[config.mk]
export PLATFORM = sky130hd
export DESIGN_NAME = hufd_front
export DESIGN_NICKNAME = d
export VERILOG_FILES = /design/src/rtl/hufd_pkg.sv /design/src/rtl/hufd_front.sv
export SDC_FILE = /design/constraint.sdc
export NUM_CORES = 1
export LEC_CHECK = 0
export BUFFER_PORTS_ARGS = -buffer_cell sky130_fd_sc_hd__buf_4
export CAP_MARGIN = 40
export CORE_ASPECT_RATIO = 0.75
export CORE_MARGIN = 3
export CORE_UTILIZATION = 55
export DETAILED_ROUTE_END_ITERATION = 8
export PLACE_DENSITY = 0.87
export SLEW_MARGIN = 20
export SYNTH_ARGS = -nofsm -noshare
export SYNTH_HDL_FRONTEND = slang
export SYNTH_SLANG_ARGS = --single-unit
[constraint.sdc]
create_clock -name clk -period 5.9 [get_ports clk]
set_input_delay 0.295 -clock clk [delete_from_list [all_inputs] [get_ports clk]]
set_output_delay 0.295 -clock clk [all_outputs]
set_load 0.05 [all_outputs]
[src/rtl/hufd_pkg.sv]
// Shared types and constants for the Huffman tree decoder.
// Holds the beat payload structs, the queue command codes and the back end states.
package hufd_pkg;

  // Fixed field widths of the beats.
  localparam int BYTE_BITS   = 8;
  localparam int IN_IDX_W    = 9;
  localparam int PAD_W       = 4;
  localparam int CFG_IDX_W   = 1;
  localparam int CFG_DATA_W  = 9;

  // Decoupling queue between front and back end.
  localparam int QUEUE_DEPTH = 4;
  localparam int QPTR_W      = $clog2(QUEUE_DEPTH);
  localparam int QCNT_W      = QPTR_W + 1;

  // Configuration register indexes.
  localparam logic [CFG_IDX_W-1:0] CFG_ROOT_NODE = 1'b0;
  localparam logic [CFG_IDX_W-1:0] CFG_PAD_BITS  = 1'b1;

  // Input item kinds.
  localparam logic KIND_LOAD = 1'b0;
  localparam logic KIND_DATA = 1'b1;

  // Input beat.
  typedef struct packed {
    logic                 kind;
    logic [IN_IDX_W-1:0]  node_addr;
    logic                 node_is_leaf;
    logic [7:0]           node_symbol;
    logic [IN_IDX_W-1:0]  left_child;
    logic [IN_IDX_W-1:0]  right_child;
    logic [7:0]           code_byte;
    logic                 is_final_byte;
  } in_t;

  // Output beat.
  typedef struct packed {
    logic [7:0] symbol;
    logic       last_of_run;
  } out_t;

  // Commands carried by the queue.
  typedef enum logic [1:0] {
    CMD_LOAD,
    CMD_DATA,
    CMD_ROOT
  } cmd_t;

  // Back end states.
  typedef enum logic [1:0] {
    ST_IDLE,
    ST_ROOT_RD,
    ST_WALK
  } bst_t;

endpackage

[src/rtl/hufd_front.sv]
// Front end of the Huffman tree decoder: accepts input and configuration beats,
// wraps table indexes modulo the table size and queues commands for the back end.
// Depends on hufd_pkg.
module hufd_front #(
  parameter int NODE_COUNT = 512
) (
  input  logic                               clk,
  input  logic                               rst,
  input  logic                               in_valid,
  output logic                               in_ready,
  input  hufd_pkg::in_t                      in_data,
  input  logic                               cfg_valid,
  output logic                               cfg_ready,
  input  logic [hufd_pkg::CFG_IDX_W-1:0]     cfg_index,
  input  logic [hufd_pkg::CFG_DATA_W-1:0]    cfg_data,
  output logic [hufd_pkg::PAD_W-1:0]         pad_bits,
  output logic                               q_valid,
  input  logic                               q_pop,
  output logic [3*$clog2(NODE_COUNT)+20-1:0] q_data
);
  import hufd_pkg::*;

  localparam int IW    = $clog2(NODE_COUNT);
  localparam int SHIFT = IN_IDX_W + IW;
  localparam int RW    = SHIFT;
  localparam int PW    = IN_IDX_W + RW;
  localparam int DW    = IN_IDX_W + IW + 1;
  localparam logic [RW-1:0] RECIP = RW'((2 ** SHIFT) / NODE_COUNT);

  typedef struct packed {
    logic          leaf;
    logic [7:0]    sym;
    logic [IW-1:0] left;
    logic [IW-1:0] right;
  } node_t;

  typedef struct packed {
    cmd_t          cmd;
    logic [IW-1:0] addr;
    node_t         node;
    logic [7:0]    code;
    logic          fin;
  } qent_t;

  // Quotient estimate by reciprocal multiplication; it is exact or one too small.
  function automatic logic [IN_IDX_W-1:0] quot_est(input logic [IN_IDX_W-1:0] v);
    logic [PW-1:0] prod;
    prod = PW'(v) * PW'(RECIP);
    return IN_IDX_W'(prod >> SHIFT);
  endfunction

  // Remainder from the estimate, with a single correcting subtract.
  function automatic logic [IW-1:0] wrap_rem(input logic [IN_IDX_W-1:0] v,
                                             input logic [IN_IDX_W-1:0] q);
    logic [DW-1:0] diff;
    diff = DW'(v) - DW'(q) * DW'(NODE_COUNT);
    if (diff >= DW'(NODE_COUNT)) begin
      diff = diff - DW'(NODE_COUNT);
    end
    return IW'(diff);
  endfunction

  // Stage one registers.
  logic                s1_valid;
  cmd_t                s1_cmd;
  logic [IN_IDX_W-1:0] s1_a;
  logic [IN_IDX_W-1:0] s1_l;
  logic [IN_IDX_W-1:0] s1_r;
  logic [IN_IDX_W-1:0] s1_qa;
  logic [IN_IDX_W-1:0] s1_ql;
  logic [IN_IDX_W-1:0] s1_qr;
  logic                s1_leaf;
  logic [7:0]          s1_sym;
  logic [7:0]          s1_code;
  logic                s1_fin;

  // Queue storage.
  qent_t               fifo [QUEUE_DEPTH];
  logic [QPTR_W-1:0]   wr_ptr;
  logic [QPTR_W-1:0]   rd_ptr;
  logic [QCNT_W-1:0]   count;

  logic                space;
  logic                in_take;
  logic                cfg_take;
  logic                root_take;
  logic [IN_IDX_W-1:0] a_raw;
  qent_t               wr_ent;

  // Room for one more beat counts the beat still in stage one.
  always_comb begin
    space     = (count + QCNT_W'(s1_valid)) < QCNT_W'(QUEUE_DEPTH);
    cfg_ready = space;
    in_ready  = space && !cfg_valid;
    in_take   = in_valid && in_ready;
    cfg_take  = cfg_valid && cfg_ready;
    root_take = cfg_take && (cfg_index == CFG_ROOT_NODE);
    a_raw     = root_take ? IN_IDX_W'(cfg_data) : in_data.node_addr;
  end

  // Classify the beat and start the index wrap.
  always_ff @(posedge clk) begin
    if (rst) begin
      s1_valid <= 1'b0;
      pad_bits <= '0;
    end else begin
      s1_valid <= in_take || root_take;
      if (cfg_take) begin
        case (cfg_index)
          CFG_PAD_BITS: pad_bits <= PAD_W'(cfg_data);
          default: ;
        endcase
      end
    end
    if (in_take || root_take) begin
      if (root_take) begin
        s1_cmd <= CMD_ROOT;
      end else if (in_data.kind == KIND_DATA) begin
        s1_cmd <= CMD_DATA;
      end else begin
        s1_cmd <= CMD_LOAD;
      end
      s1_a    <= a_raw;
      s1_l    <= in_data.left_child;
      s1_r    <= in_data.right_child;
      s1_qa   <= quot_est(a_raw);
      s1_ql   <= quot_est(in_data.left_child);
      s1_qr   <= quot_est(in_data.right_child);
      s1_leaf <= in_data.node_is_leaf;
      s1_sym  <= in_data.node_symbol;
      s1_code <= in_data.code_byte;
      s1_fin  <= in_data.is_final_byte;
    end
  end

  // Finish the wrap and form the queue entry.
  always_comb begin
    wr_ent.cmd        = s1_cmd;
    wr_ent.addr       = wrap_rem(s1_a, s1_qa);
    wr_ent.node.leaf  = s1_leaf;
    wr_ent.node.sym   = s1_sym;
    wr_ent.node.left  = wrap_rem(s1_l, s1_ql);
    wr_ent.node.right = wrap_rem(s1_r, s1_qr);
    wr_ent.code       = s1_code;
    wr_ent.fin        = s1_fin;
  end

  // Queue pointers and fill count.
  always_ff @(posedge clk) begin
    if (rst) begin
      wr_ptr <= '0;
      rd_ptr <= '0;
      count  <= '0;
    end else begin
      if (s1_valid) begin
        wr_ptr <= wr_ptr + 1'b1;
      end
      if (q_pop) begin
        rd_ptr <= rd_ptr + 1'b1;
      end
      count <= count + QCNT_W'(s1_valid) - QCNT_W'(q_pop);
    end
    if (s1_valid) begin
      fifo[wr_ptr] <= wr_ent;
    end
  end

  assign q_valid = (count != '0);
  assign q_data  = fifo[rd_ptr];

endmodule

# After elaboration in Yosys (flattened, before gate mapping)
# Memory sizes are Yosys's and may differ from the RTL's. A register that Yosys moved wholly into a read port is not among the register bits.
# Index checks and enable logic that the tools add are counted.
# classes
addsub,7
mul,0
n_div,0
order_cmp,4
eq_ne,0
shifts,0
mux,9
bitwise,1
reduce_logical,8
# ops
operator,n
9-bit two-way mux,4
"9-bit by 10-bit >= comparator with 1-bit output, second input constant",3
"9-bit by 1-bit subtractor with 9-bit output, second input constant",3
"2-bit by 1-bit adder with 2-bit output, second input constant",2
1-bit logical AND,4
2-bit two-way mux,2
3-bit by 1-bit adder with 3-bit output,1
"3-bit < comparator, second input constant",1
1-bit two-way mux,3
3-bit nonzero test,1
3-bit by 1-bit subtractor with 3-bit output,1
2-bit AND reduction,1
1-bit logical NOT,1
1-bit logical OR,1
1-bit NOT,1
# totals
reg_bits,59
latch_bits,0
ramBits,188
romBits,0
input_bits,61
output_inout_bits,54
word_cells,43
mem_count,1
# mem_list
memory,words,width,read_ports,rd_ports_with_merged_regs,wr,line_no,rtl
fifo,4,47,1,1,1,hufd_front.sv:78,qent_t fifo [QUEUE_DEPTH];

# Depth between registers and ports, before layout
# Gate-level depths: netlist (run 1).
# logic_depth
word_depth,5
depth_mapped,7
mapped_depth_nobuf,6

# Least setup slack after synthesis (run 1)
# No wires, ideal clock.
# synth_path
path_kind,register to register
startpoint,register s1_valid
endpoint,register s1_a[0] (enable)
setup_ns,0.408
arrival_time_ns,2.351
required_time_ns,5.492
setup_slack_ns,3.141
path_stages_with_launch,6
path_cell_list,dfxtp_1 > ha_1 > ha_1 > xor2_2 > inv_2 > o21a_1
# synth_between
elab_chain_len,5
# synth_lines
item,line_no,rtl
start: declaration,hufd_front.sv:64,logic s1_valid;
start signal: assignment,hufd_front.sv:107,s1_valid <= in_take || root_take;
3-bit by 1-bit adder with 3-bit output *,hufd_front.sv:92,space = (count + QCNT_W'(s1_valid)) < QCNT_W'(QUEUE_DEPTH);
3-bit < comparator *,hufd_front.sv:92,
via cfg_ready,hufd_front.sv:13,"output logic cfg_ready,"
1-bit logical AND (on tied branches),"hufd_front.sv:94, hufd_front.sv:96",
1-bit logical AND (on tied branches),"hufd_front.sv:95, hufd_front.sv:97",
1-bit logical OR *,hufd_front.sv:115,if (in_take || root_take) begin
end signal: assignment,hufd_front.sv:123,s1_a <= a_raw;
end: declaration,hufd_front.sv:66,logic [IN_IDX_W-1:0] s1_a;
# The timed path passes the listed nets; every way through them passes the cells marked *.
# A chain may end at the register's enable or synchronous reset.

==> reports/summary.md, run 1 <==
- 0 — number of antenna-violating nets in the routed design
- 0 — number of antenna violations at the first check in global routing
- 372 — instance count of the mapped netlist
- 0 — max-slew violation count
- 115 — number of I/O pins
- output port — kind of capture point of the worst setup path
- 0.000398 V — peak ir drop on the vdd network
- false — unrepaired setup endpoints after global routing
- 23 — count of unique library cells instantiated by Yosys
- 3 — Max Root-Sink Buffers
- 0.721 — final RePlAce weighted congestion
- 0 — number of synthesis warnings
- 25 — worst-path fanout max
- 5.61 ns — data required time at the worst endpoint
- flip-flop — sort of element at the start of the critical path
- finished clean — run status
- 154 microns — DIE WIDTH
- input port to flip-flop — path class of the lowest-slack min-delay path
- 16900 microns — DRT Wirelength
- 4202 — count of vias placed by the detailed router
- 49 — maximum number of pins on one net before global-route repair
- 0 — # DRC
- 0.757 ns — slew at the pin closest to its max-slew limit
- 0 — number of max-cap violations
- 4510 — via count of the first global-routing pass
- 441 — net count of the mapped netlist
- 39 — number of cell rows
- 0.0187 ns — worst clock skew on the final layout
- 2.60 ns — time the final worst path needs with I/O delays and setup
- sky130_fd_sc_hd__edfxtp_1 — most common library cell in the layout ignoring fill and taps
- 24.9% — Area Growth Syn to Fin
- 0.06 ns — clock transition at the registers of the reported paths
- 610 — # nets final
- 5.52 — via-per-instance ratio
- 2 — buffering stage count on the worst path with inverters included
- 249 — TritonCTS Sinks
- 81.7% — share of synthesized area occupied by flip-flops and latches
- 0 — final setup violating endpoints
- 44.1% — share of the cycle needed by the critical path after routing
- flip-flops — CP top delay family
- 3.54 ns — Setup Slack @ Placement
- 761 — non-filler instance count after layout
- 685 — cell total after placement
- 3.30 ns — setup ws final
- 39.6% — proportion of layout cells with a drive suffix above 1
- 114 — number of buffers inserted by port buffering
- sky130_fd_sc_hd__buf_4 — CP most frequent cell
- 0 — count of cells resized by post-cts repair
- 49.5% — worst max-slew margin expressed relative to the limit
- 304 — starting DRC count in detailed routing
- 0.50 ns — later-pin clock latency in the skew report
- sky130_fd_sc_hd__edfxtp_1, sky130_fd_sc_hd__mux4_2, sky130_fd_sc_hd__dfxtp_1 — top cells by area, synth
- 249 — Synth Register Bits
- 0.0179 sq mm — die area
- sky130_fd_sc_hd__dfxtp_2 — CP max-delay cell
- 0.71 ns — longest individual stage delay on the worst path
- 78.6% — area share of the leading cell type in the synthesized netlist
- 0 — sum of overflow across all layers after global routing
- 0.0739 ns — WHS
- buf_4 > mux4_2 > buf_4 — ordered list of cells on the worst path
- flip-flop to output port — Crit Path Class
- 0 — Antenna Diode Count
- 0.00898 sq mm — area of the mapped netlist
- 23 — number of buffers created by CTS
- 0 ns — setup_tns
- 19.1% — GRT Overall Usage
- 3.88 nW — leakage component of the power
- 2.31 ns — data arrival time of the critical path
- 1 — H-tree depth
- 384 MHz — Max Clock Freq
- 0.0156 sq mm — area of the core
- 26000 microns — global-route wire length before repair
- 57.5% — initial core utilization
- sky130_fd_sc_hd__edfxtp_1, sky130_fd_sc_hd__buf_4, sky130_fd_sc_hd__mux4_2 — top library cells by usage in the layout, fill and taps aside
- 927 — Filler cells
- 389 mW/mm^2 — power density over the cells
- 117 microns — Die Y-Extent
- sky130_fd_sc_hd__edfxtp_1 — library cell occupying the most area in the post-synthesis netlist
- 22.2 microns — mean routed wirelength per cell
- 9420 microns — total half-perimeter wirelength after legalization and detailed placement
- done — clock tree from TritonCTS
- sky130_fd_sc_hd__clkbuf_16 — clock root buffer
- 5 — router iterations before antenna repair
- 24.1 sq um — post-synthesis average cell area
- 4.37 mW — Overall Power
- 0 — final-report hold violation count
## cell type report
cell class | instances | area, sq um | share of cell area (%)
Inverter | 6 | 22.5 | 0.201
Sequential cell | 249 | 7340 | 65.5
Clock inverter | 13 | 190 | 1.70
Tap cell | 205 | 256 | 2.29
Multi-Input combinational cell | 104 | 1530 | 13.7
Clock buffer | 27 | 591 | 5.26
Timing Repair Buffer | 157 | 1280 | 11.4
## path summary, 6_finish.rpt
kind | startpoint | to | slack [ns] | cells after the start
worst max-delay path | flip-flop | q_data[3] | 3.30 | 3
worst max register to register | s1_valid | s1_a[0] | 3.52 | 6
worst min-delay path | cfg_data[0] | pad_bits[0] | 0.07 | 3
worst min register to register | pad_bits[1] | pad_bits[1] | 0.48 | 2
## metrics by stage
step	utilization (%)	instance area (sq um)
detailed placement	64.5	10100
CTS	71.8	11200
floorplan	-	8980
global route	71.8	11200
finish	71.8	11200
global placement	64.4	10100
## state kept, by name, indices dropped and copies added, names as in the netlist, named ones only
| register | cells |
|---|---|
| fifo | 188 |
| s1_a | 9 |
| s1_l | 9 |
| s1_r | 9 |
| s1_code | 8 |
| s1_sym | 8 |
| pad_bits | 4 |
| count | 3 |
| rd_ptr | 2 |
| s1_cmd | 2 |
| wr_ptr | 2 |
| s1_fin | 1 |
| s1_leaf | 1 |
| s1_valid | 1 |
## synth_stat cells
cell type,count
sky130_fd_sc_hd__nand2_1,2
sky130_fd_sc_hd__mux2_2,9
sky130_fd_sc_hd__ha_1,8
sky130_fd_sc_hd__dfxtp_1,14
sky130_fd_sc_hd__buf_4,2
sky130_fd_sc_hd__nand2b_1,8
sky130_fd_sc_hd__mux4_2,47
sky130_fd_sc_hd__mux2i_1,5
sky130_fd_sc_hd__xor2_2,1
sky130_fd_sc_hd__or3_1,1
sky130_fd_sc_hd__inv_2,1
sky130_fd_sc_hd__and3_4,1
sky130_fd_sc_hd__o21a_1,1
sky130_fd_sc_hd__buf_6,4
sky130_fd_sc_hd__xor2_1,1
sky130_fd_sc_hd__buf_2,5
sky130_fd_sc_hd__clkbuf_1,2
sky130_fd_sc_hd__edfxtp_1,235
sky130_fd_sc_hd__and2_1,5
sky130_fd_sc_hd__nor2_1,9
sky130_fd_sc_hd__inv_1,5
sky130_fd_sc_hd__xnor2_1,3
sky130_fd_sc_hd__nor2b_1,3
## kinds of logic (layout without fill, tap and decap cells)
family,after synthesis,in the layout,share of synthesized area (%)
XOR/XNOR,5,5,0.571
AND/OR/NAND/NOR,29,29,1.77
adder cells (fa/ha/maj),8,8,1.11
flip-flops,249,249,81.7
AO/OA/AOI/OAI,1,1,0.0836
multiplexers,61,61,13.5
buffers and inverters,19,203,1.28
## what timing repair did
action,in CTS,in global routing
hold buffers,36,0
hold endpoints to repair,36,0
setup buffers,0,0
## worst register-to-register path, cell delays in order (launching register included)
cell	delay [ns]
sky130_fd_sc_hd__dfxtp_1	0.49
sky130_fd_sc_hd__ha_1	0.21
sky130_fd_sc_hd__ha_1	0.18
sky130_fd_sc_hd__xor2_2	0.25
sky130_fd_sc_hd__inv_2	0.09
sky130_fd_sc_hd__nand2_1	0.47
sky130_fd_sc_hd__mux2_2	0.43
## routing by layer
layer	up-vias	track usage, %	share of wire (%)
li1	1860	-	-
met1	2156	26.9	41
met2	167	32.6	51
met3	19	3.81	7.2
met4	0	3.00	1.2
met5	-	0	0
## where the power goes
part           switching, mW  leakage (nW)  internal [mW]  total, mW
combinational          0.406          1.22          0.236      0.642
clock                  0.592         0.384          0.933       1.53
sequential            0.0844          2.27           2.12       2.20
Note: power is estimated with default switching activity, not from simulation.
==> run 2: changes to the inputs <==
==> constraint.sdc (replaced) <==
create_clock -name clk -period 2.7 [get_ports clk]
set_input_delay 0.135 -clock clk [delete_from_list [all_inputs] [get_ports clk]]
set_output_delay 0.135 -clock clk [all_outputs]
set_load 0.05 [all_outputs]
==> run 2 against run 1 <==
Final cell count is 3.7% higher. First-iteration DRC count is 5.6% higher. Critical path depth stayed put. Clock-buffer cell count is 6 higher. Global-route usage is 0.88 points higher. Core utilization is 2.4 points higher. Die area stayed put.
==> reports/summary.md, run 2 (synthesis results as in run 1) <==
- 0.706 — final RePlAce weighted congestion
- 4756 — via count of the first global-routing pass
- 0.000586 V — peak ir drop on the vdd network
- 4.02 nW — leakage component of the power
- cfg_index — launch instance of the worst min-delay path
- output port — kind of capture point of the worst setup path
- 852 mW/mm^2 — power density over the cells
- 0 — # DRC
- 321 — starting DRC count in detailed routing
- 2.42 mW — power dissipated by switching net loads
- 0 — number of max-cap violations
- 0.58 ns — longest individual stage delay on the worst path
- 6 — FF-to-FF path depth
- 0.07 ns — clock transition at the registers of the reported paths
- 4330 — count of vias placed by the detailed router
- 0.0156 sq mm — area of the core
- 29.1% — Area Growth Syn to Fin
- 0 — final setup violating endpoints
- 3 — WHS Path Cells
- sky130_fd_sc_hd__edfxtp_1 — most common library cell in the layout ignoring fill and taps
- 27000 microns — global-route wire length before repair
- 687 — cell total after placement
- sky130_fd_sc_hd__buf_4 — CP most frequent cell
- flip-flop — sort of element at the start of the critical path
- 0.0179 sq mm — die area
- 36.5% — share of total power in the clock network
- 24.5% — net switching fraction of the power
- pad_bits[3] — Min-Delay Endpoint
- 9890 microns — total half-perimeter wirelength after legalization and detailed placement
- 14.9% — combinational share of power
- sky130_fd_sc_hd__dfxtp_4 — CP max-delay cell
- 0 ns — setup_tns
- 0.428 ns — Setup Slack @ Placement
- 2.20 ns — data arrival time of the critical path
- 7.45 mW — Int Pwr
- 3 — Max Root-Sink Buffers
- 635 — # nets final
- 5.49 — via-per-instance ratio
- 20.0% — GRT Overall Usage
- 114 — number of buffers inserted by port buffering
- 0 — number of antenna violations at the first check in global routing
- 48.6% — Flop pwr share
- 0.0102 sq mm — placed cell area
- 0 — Antenna Diode Count
- 0 — number of antenna-violating nets in the routed design
- 4 — router iterations before antenna repair
- 0.50 ns — later-pin clock latency in the skew report
- done — clock tree from TritonCTS
- 9.87 mW — Overall Power
- 0 — max-slew violation count
- s1_a[5] — Worst R2R End
- input port to flip-flop — path class of the lowest-slack min-delay path
- finished clean — run status
- sky130_fd_sc_hd__edfxtp_1, sky130_fd_sc_hd__buf_4, sky130_fd_sc_hd__dlygate4sd3_1 — top library cells by usage in the layout, fill and taps aside
- 428 MHz — Max Clock Freq
- 57.5% — initial core utilization
- 0 — Post-CTS Setup Bufs
- 188 — max FFs per register
- 789 — non-filler instance count after layout
- 2.57 ns — data required time at the worst endpoint
- 249 — TritonCTS Sinks
- 1 — H-tree depth
- 39 — number of cell rows
- 86.6% — share of the cycle needed by the critical path after routing
- 37.8% — proportion of layout cells with a drive suffix above 1
- 154 microns — DIE WIDTH
- 24 — number of buffers created by CTS
- 49 — maximum number of pins on one net before global-route repair
- flip-flops — CP top delay family
- 0.0113 ns — worst clock skew on the final layout
- 0.0116 sq mm — final instance area
- 22.3 microns — mean routed wirelength per cell
- 0.363 ns — setup ws final
- 0.561 ns — slew at the pin closest to its max-slew limit
- s1_valid — source of the worst register-to-register timing path
- buf_4 > mux4_2 > buf_4 — ordered list of cells on the worst path
- 17 — worst-path fanout max
- flip-flop to output port — Crit Path Class
- 0 — sum of overflow across all layers after global routing
- 115 — number of I/O pins
- 117 microns — Die Y-Extent
- 0 — final-report hold violation count
- 0.40 ns — Register-to-Register Setup Slack
- fifo — register with the most flip-flops
- false — unrepaired setup endpoints after global routing
- 17600 microns — DRT Wirelength
- 2.34 ns — time the final worst path needs with I/O delays and setup
- 2 — buffering stage count on the worst path with inverters included
- 62.5% — worst max-slew margin expressed relative to the limit
- sky130_fd_sc_hd__clkbuf_16 — clock root buffer
==> run 2: cell count changes in the layout (fill, tap and decap cells not counted) <==
cell,before,now
sky130_fd_sc_hd__dlygate4sd3_1,36,58
sky130_fd_sc_hd__clkbuf_1,4,8
sky130_fd_sc_hd__buf_12,1,6
sky130_fd_sc_hd__bufinv_16,5,6
sky130_fd_sc_hd__clkinv_1,3,4
sky130_fd_sc_hd__inv_6,1,0
sky130_fd_sc_hd__clkinv_2,4,0
sky130_fd_sc_hd__clkinv_4,0,1
sky130_fd_sc_hd__clkbuf_16,23,25
sky130_fd_sc_hd__buf_4,120,117
==> run 2: what timing repair did <==
item                      4_1_cts  5_1_grt
resized for setup               0        0
hold buffers                   58        0
hold endpoints to repair       60        0
==> run 2: power groups by stage <==
stage	Clock (mW)	Combinational (mW)	Sequential [mW]
after floorplan	0	0.966	4.81
after detailed placement	0	1.40	4.88
final	3.60	1.47	4.80
after global placement	0	1.37	4.83
after global routing	3.82	1.55	4.83
after CTS	3.64	1.48	4.80
==> run 2: worst max path at each step <==
stage	slack (ns)	depth (start not counted)	to	startpoint
6_report	0.36	3	q_data[46]	flip-flop
5_1_grt	0.24	3	q_data[6]	flip-flop
4_1_cts	0.30	3	q_data[46]	flip-flop
3_5_place_dp	0.43	6	s1_a[5]	s1_valid
3_3_place_gp	0.57	6	s1_a[4]	s1_valid
2_1_floorplan	0.41	5	s1_a[0]	s1_valid
==> run 2: metrics by stage <==
stage / utilization (%) / hold WS [ns]
after floorplan: - / 0.234
after global placement: 65.0 / 0.313
after detailed placement: 65.0 / 0.314
after CTS: 74.2 / 0.0563
after global routing: 74.2 / 0.0735
final: 74.2 / 0.0688
==> run 2: metal layers <==
metal  global-route usage, %  up-vias  wire, microns
li1                        -     1912              -
met1                    26.5     2241           7150
met2                    36.0      153           9170
met3                    3.37       24           1030
met4                    4.00        0            273
met5                       0        -              0
==> run 2: area by class of cell <==
cell class                      instances  area, sq um
Timing Repair Buffer                  181         1580
Tap cell                              205          256
Clock buffer                           33          656
Inverter                                6         22.5
Clock inverter                         11          204
Sequential cell                       249         7340
Multi-Input combinational cell        104         1530
Fill cell                             874         4020
==> run 2: worst register-to-register path: cells and delay by family (launching register included) <==
kind / cells / cell delay [ns]
flops: 1 / 0.46
simple gates: 1 / 0.43
mux: 1 / 0.42
buf+inv: 1 / 0.09
fa+ha+maj: 2 / 0.43
xor+xnor: 1 / 0.23
==> run 3: changes to the inputs <==
--- a/config.mk
+++ b/config.mk
@@ -9,9 +9,9 @@
 export CAP_MARGIN = 40
 export CORE_ASPECT_RATIO = 0.75
 export CORE_MARGIN = 3
-export CORE_UTILIZATION = 55
+export CORE_UTILIZATION = 51
 export DETAILED_ROUTE_END_ITERATION = 8
-export PLACE_DENSITY = 0.87
+export PLACE_DENSITY = 0.85
 export SLEW_MARGIN = 20
 export SYNTH_ARGS = -nofsm -noshare
 export SYNTH_HDL_FRONTEND = slang
==> constraint.sdc (replaced) <==
create_clock -name clk -period 1.9 [get_ports clk]
set_input_delay 0.095 -clock clk [delete_from_list [all_inputs] [get_ports clk]]
set_output_delay 0.095 -clock clk [all_outputs]
set_load 0.05 [all_outputs]
==> run 3 against run 2 <==
The run now ends with setup timing left. Clock-buffer cell count down 2. Die area up 7.5%. Sequential power up 41%. Final cell count up 5.4%. Core utilization down 4.4 points. Hold slack worse by 0.030 ns. Global-route usage down 1.8 points.
==> reports/summary.md, run 3 (synthesis results as in run 1) <==
- setup timing — violations in the final reports
- 0 — number of antenna violations at the first check in global routing
- 0.06 ns — clock transition at the registers of the reported paths
- 6 — FF-to-FF path depth
- 650 — # nets final
- 0 — Antenna Diode Count
- 26700 microns — global-route wire length before repair
- 0.00734 sq mm — storage element area
- 0 — number of antenna-violating nets in the routed design
- 5.26 — via-per-instance ratio
- output port — kind of capture point of the worst setup path
- sky130_fd_sc_hd__edfxtp_1 — most common library cell in the layout ignoring fill and taps
- 0.55 ns — longest individual stage delay on the worst path
- 20.8 microns — mean routed wirelength per cell
- 70.5% — worst max-slew margin expressed relative to the limit
- 1005 — Filler cells
- 159 microns — DIE WIDTH
- 103% — share of the cycle needed by the critical path after routing
- 10100 microns — total half-perimeter wirelength after legalization and detailed placement
- 52.7% — initial core utilization
- 4.12 nW — leakage component of the power
- 0 — # DRC
- 4 — router iterations before antenna repair
- done — clock tree from TritonCTS
- sky130_fd_sc_hd__clkbuf_16 — clock root buffer
- 69.8% — share of the core filled with cells
- 0 — max-slew violation count
- 1.87 ns — data arrival time of the critical path
- -0.0661 ns — setup ws final
- 1120 mW/mm^2 — power density over the cells
- 0.0193 sq mm — die area
- flip-flop to output port — Crit Path Class
- count[0] — source of the worst register-to-register timing path
- 509 MHz — Max Clock Freq
- 4373 — count of vias placed by the detailed router
- 0.0140 ns — worst clock skew on the final layout
- 115 — number of I/O pins
- 0.748 — final RePlAce weighted congestion
- 188 — max FFs per register
- 0 — number of max-cap violations
- 0.0170 sq mm — area of the core
- flip-flop — sort of element at the start of the critical path
- sky130_fd_sc_hd__edfxtp_1, sky130_fd_sc_hd__buf_4, sky130_fd_sc_hd__dlygate4sd3_1 — top library cells by usage in the layout, fill and taps aside
- 0.000716 V — peak ir drop on the vdd network
- 121 microns — Die Y-Extent
- 0.442 ns — slew at the pin closest to its max-slew limit
- 1 — H-tree depth
- q_data[12] — capture point of the critical path
- 114 — number of buffers inserted by port buffering
- true — unrepaired setup endpoints after global routing
- 18.2% — GRT Overall Usage
- 1.97 ns — time the final worst path needs with I/O delays and setup
- 0 — sum of overflow across all layers after global routing
- 1.80 ns — data required time at the worst endpoint
- 0.0326 ns — Setup Slack @ Placement
- 25 — maximum number of pins on one net before global-route repair
- 39.9% — proportion of layout cells with a drive suffix above 1
- sky130_fd_sc_hd__buf_12 — CP most frequent cell
- 4779 — via count of the first global-routing pass
- 249 — TritonCTS Sinks
- finished, violations left — run status
- 363 — starting DRC count in detailed routing
- fifo — register with the most flip-flops
- 41 — final setup violating endpoints
- -1.39 ns — setup_tns
- 3 — Max Root-Sink Buffers
- input port to flip-flop — path class of the lowest-slack min-delay path
- 13.4 mW — Overall Power
- 41 — number of cell rows
- 0 — final-report hold violation count
- sky130_fd_sc_hd__mux4_2 — CP max-delay cell
- buf_12 > buf_12 > mux4_2 > buf_6 — ordered list of cells on the worst path
- 0.19 ns — Register-to-Register Setup Slack
- 8 — worst-path fanout max
- 32.4% — Area Growth Syn to Fin
- 0.00158 sq mm — area occupied by multi-input gates
- s1_a[7] — Worst R2R End
- 0.49 ns — later-pin clock latency in the skew report
- 23 — number of buffers created by CTS
- 0.0385 ns — WHS
- 17300 microns — DRT Wirelength
## run 3: critical path, delay by kind of cell (launching register included)
| kind | cells | cell delay, ns |
|---|---|---|
| mux | 1 | 0.55 |
| flops | 1 | 0.36 |
| buf+inv | 3 | 0.46 |
## run 3: report_power, final
part	internal [mW]	total (mW)	switching, mW
registers	6.56	6.79	0.226
logic	1.04	2.44	1.40
clock network	2.36	4.15	1.79
total	9.96	13.4	3.41
## run 3: timing repair
item                                   in CTS  in global routing
hold buffers                               57                  0
buffers inserted                            5                  2
setup endpoints to repair                  46                 57
gates cloned                                2                  1
endpoints found under the hold margin      60                  0
resized for setup                          47                 22
## run 3: how the worst min path moves through the flow
stage | cells after the start | start | slack (ns) | endpoint
floorplan | 0 | in_data[1] | 0.19 | s1_code[0]
global placement | 1 | in_data[22] | 0.27 | s1_l[4]
detailed placement | 1 | in_data[16] | 0.27 | s1_r[7]
CTS | 3 | cfg_index | 0.02 | pad_bits[0]
global route | 3 | cfg_index | 0.03 | pad_bits[1]
finish | 3 | cfg_index | 0.04 | pad_bits[0]
## run 3: layout make-up
class	count	area share (%)
Timing Repair Buffer	197	16.6
Clock buffer	31	5.09
Multi-Input combinational cell	104	13.3
Clock inverter	9	0.537
Tap cell	236	2.48
Sequential cell	249	61.8
Inverter	6	0.210
## run 3: routing by layer
metal  global-route usage, %  wire, microns  vias to the layer above  part of all wire [%]
met4                    4.54            293                        0                   1.7
met3                    4.06           1180                       27                   6.8
met1                    23.4           6830                     2241                    39
li1                        -              -                     1942                     -
met2                    32.1           9040                      163                    52
met5                       0              0                        -                     0
## run 3: through the flow
stage	area [sq um]	cells
global route	11900	832
finish	11900	832
CTS	11800	831
global placement	10300	727
detailed placement	10300	727
floorplan	9000	372
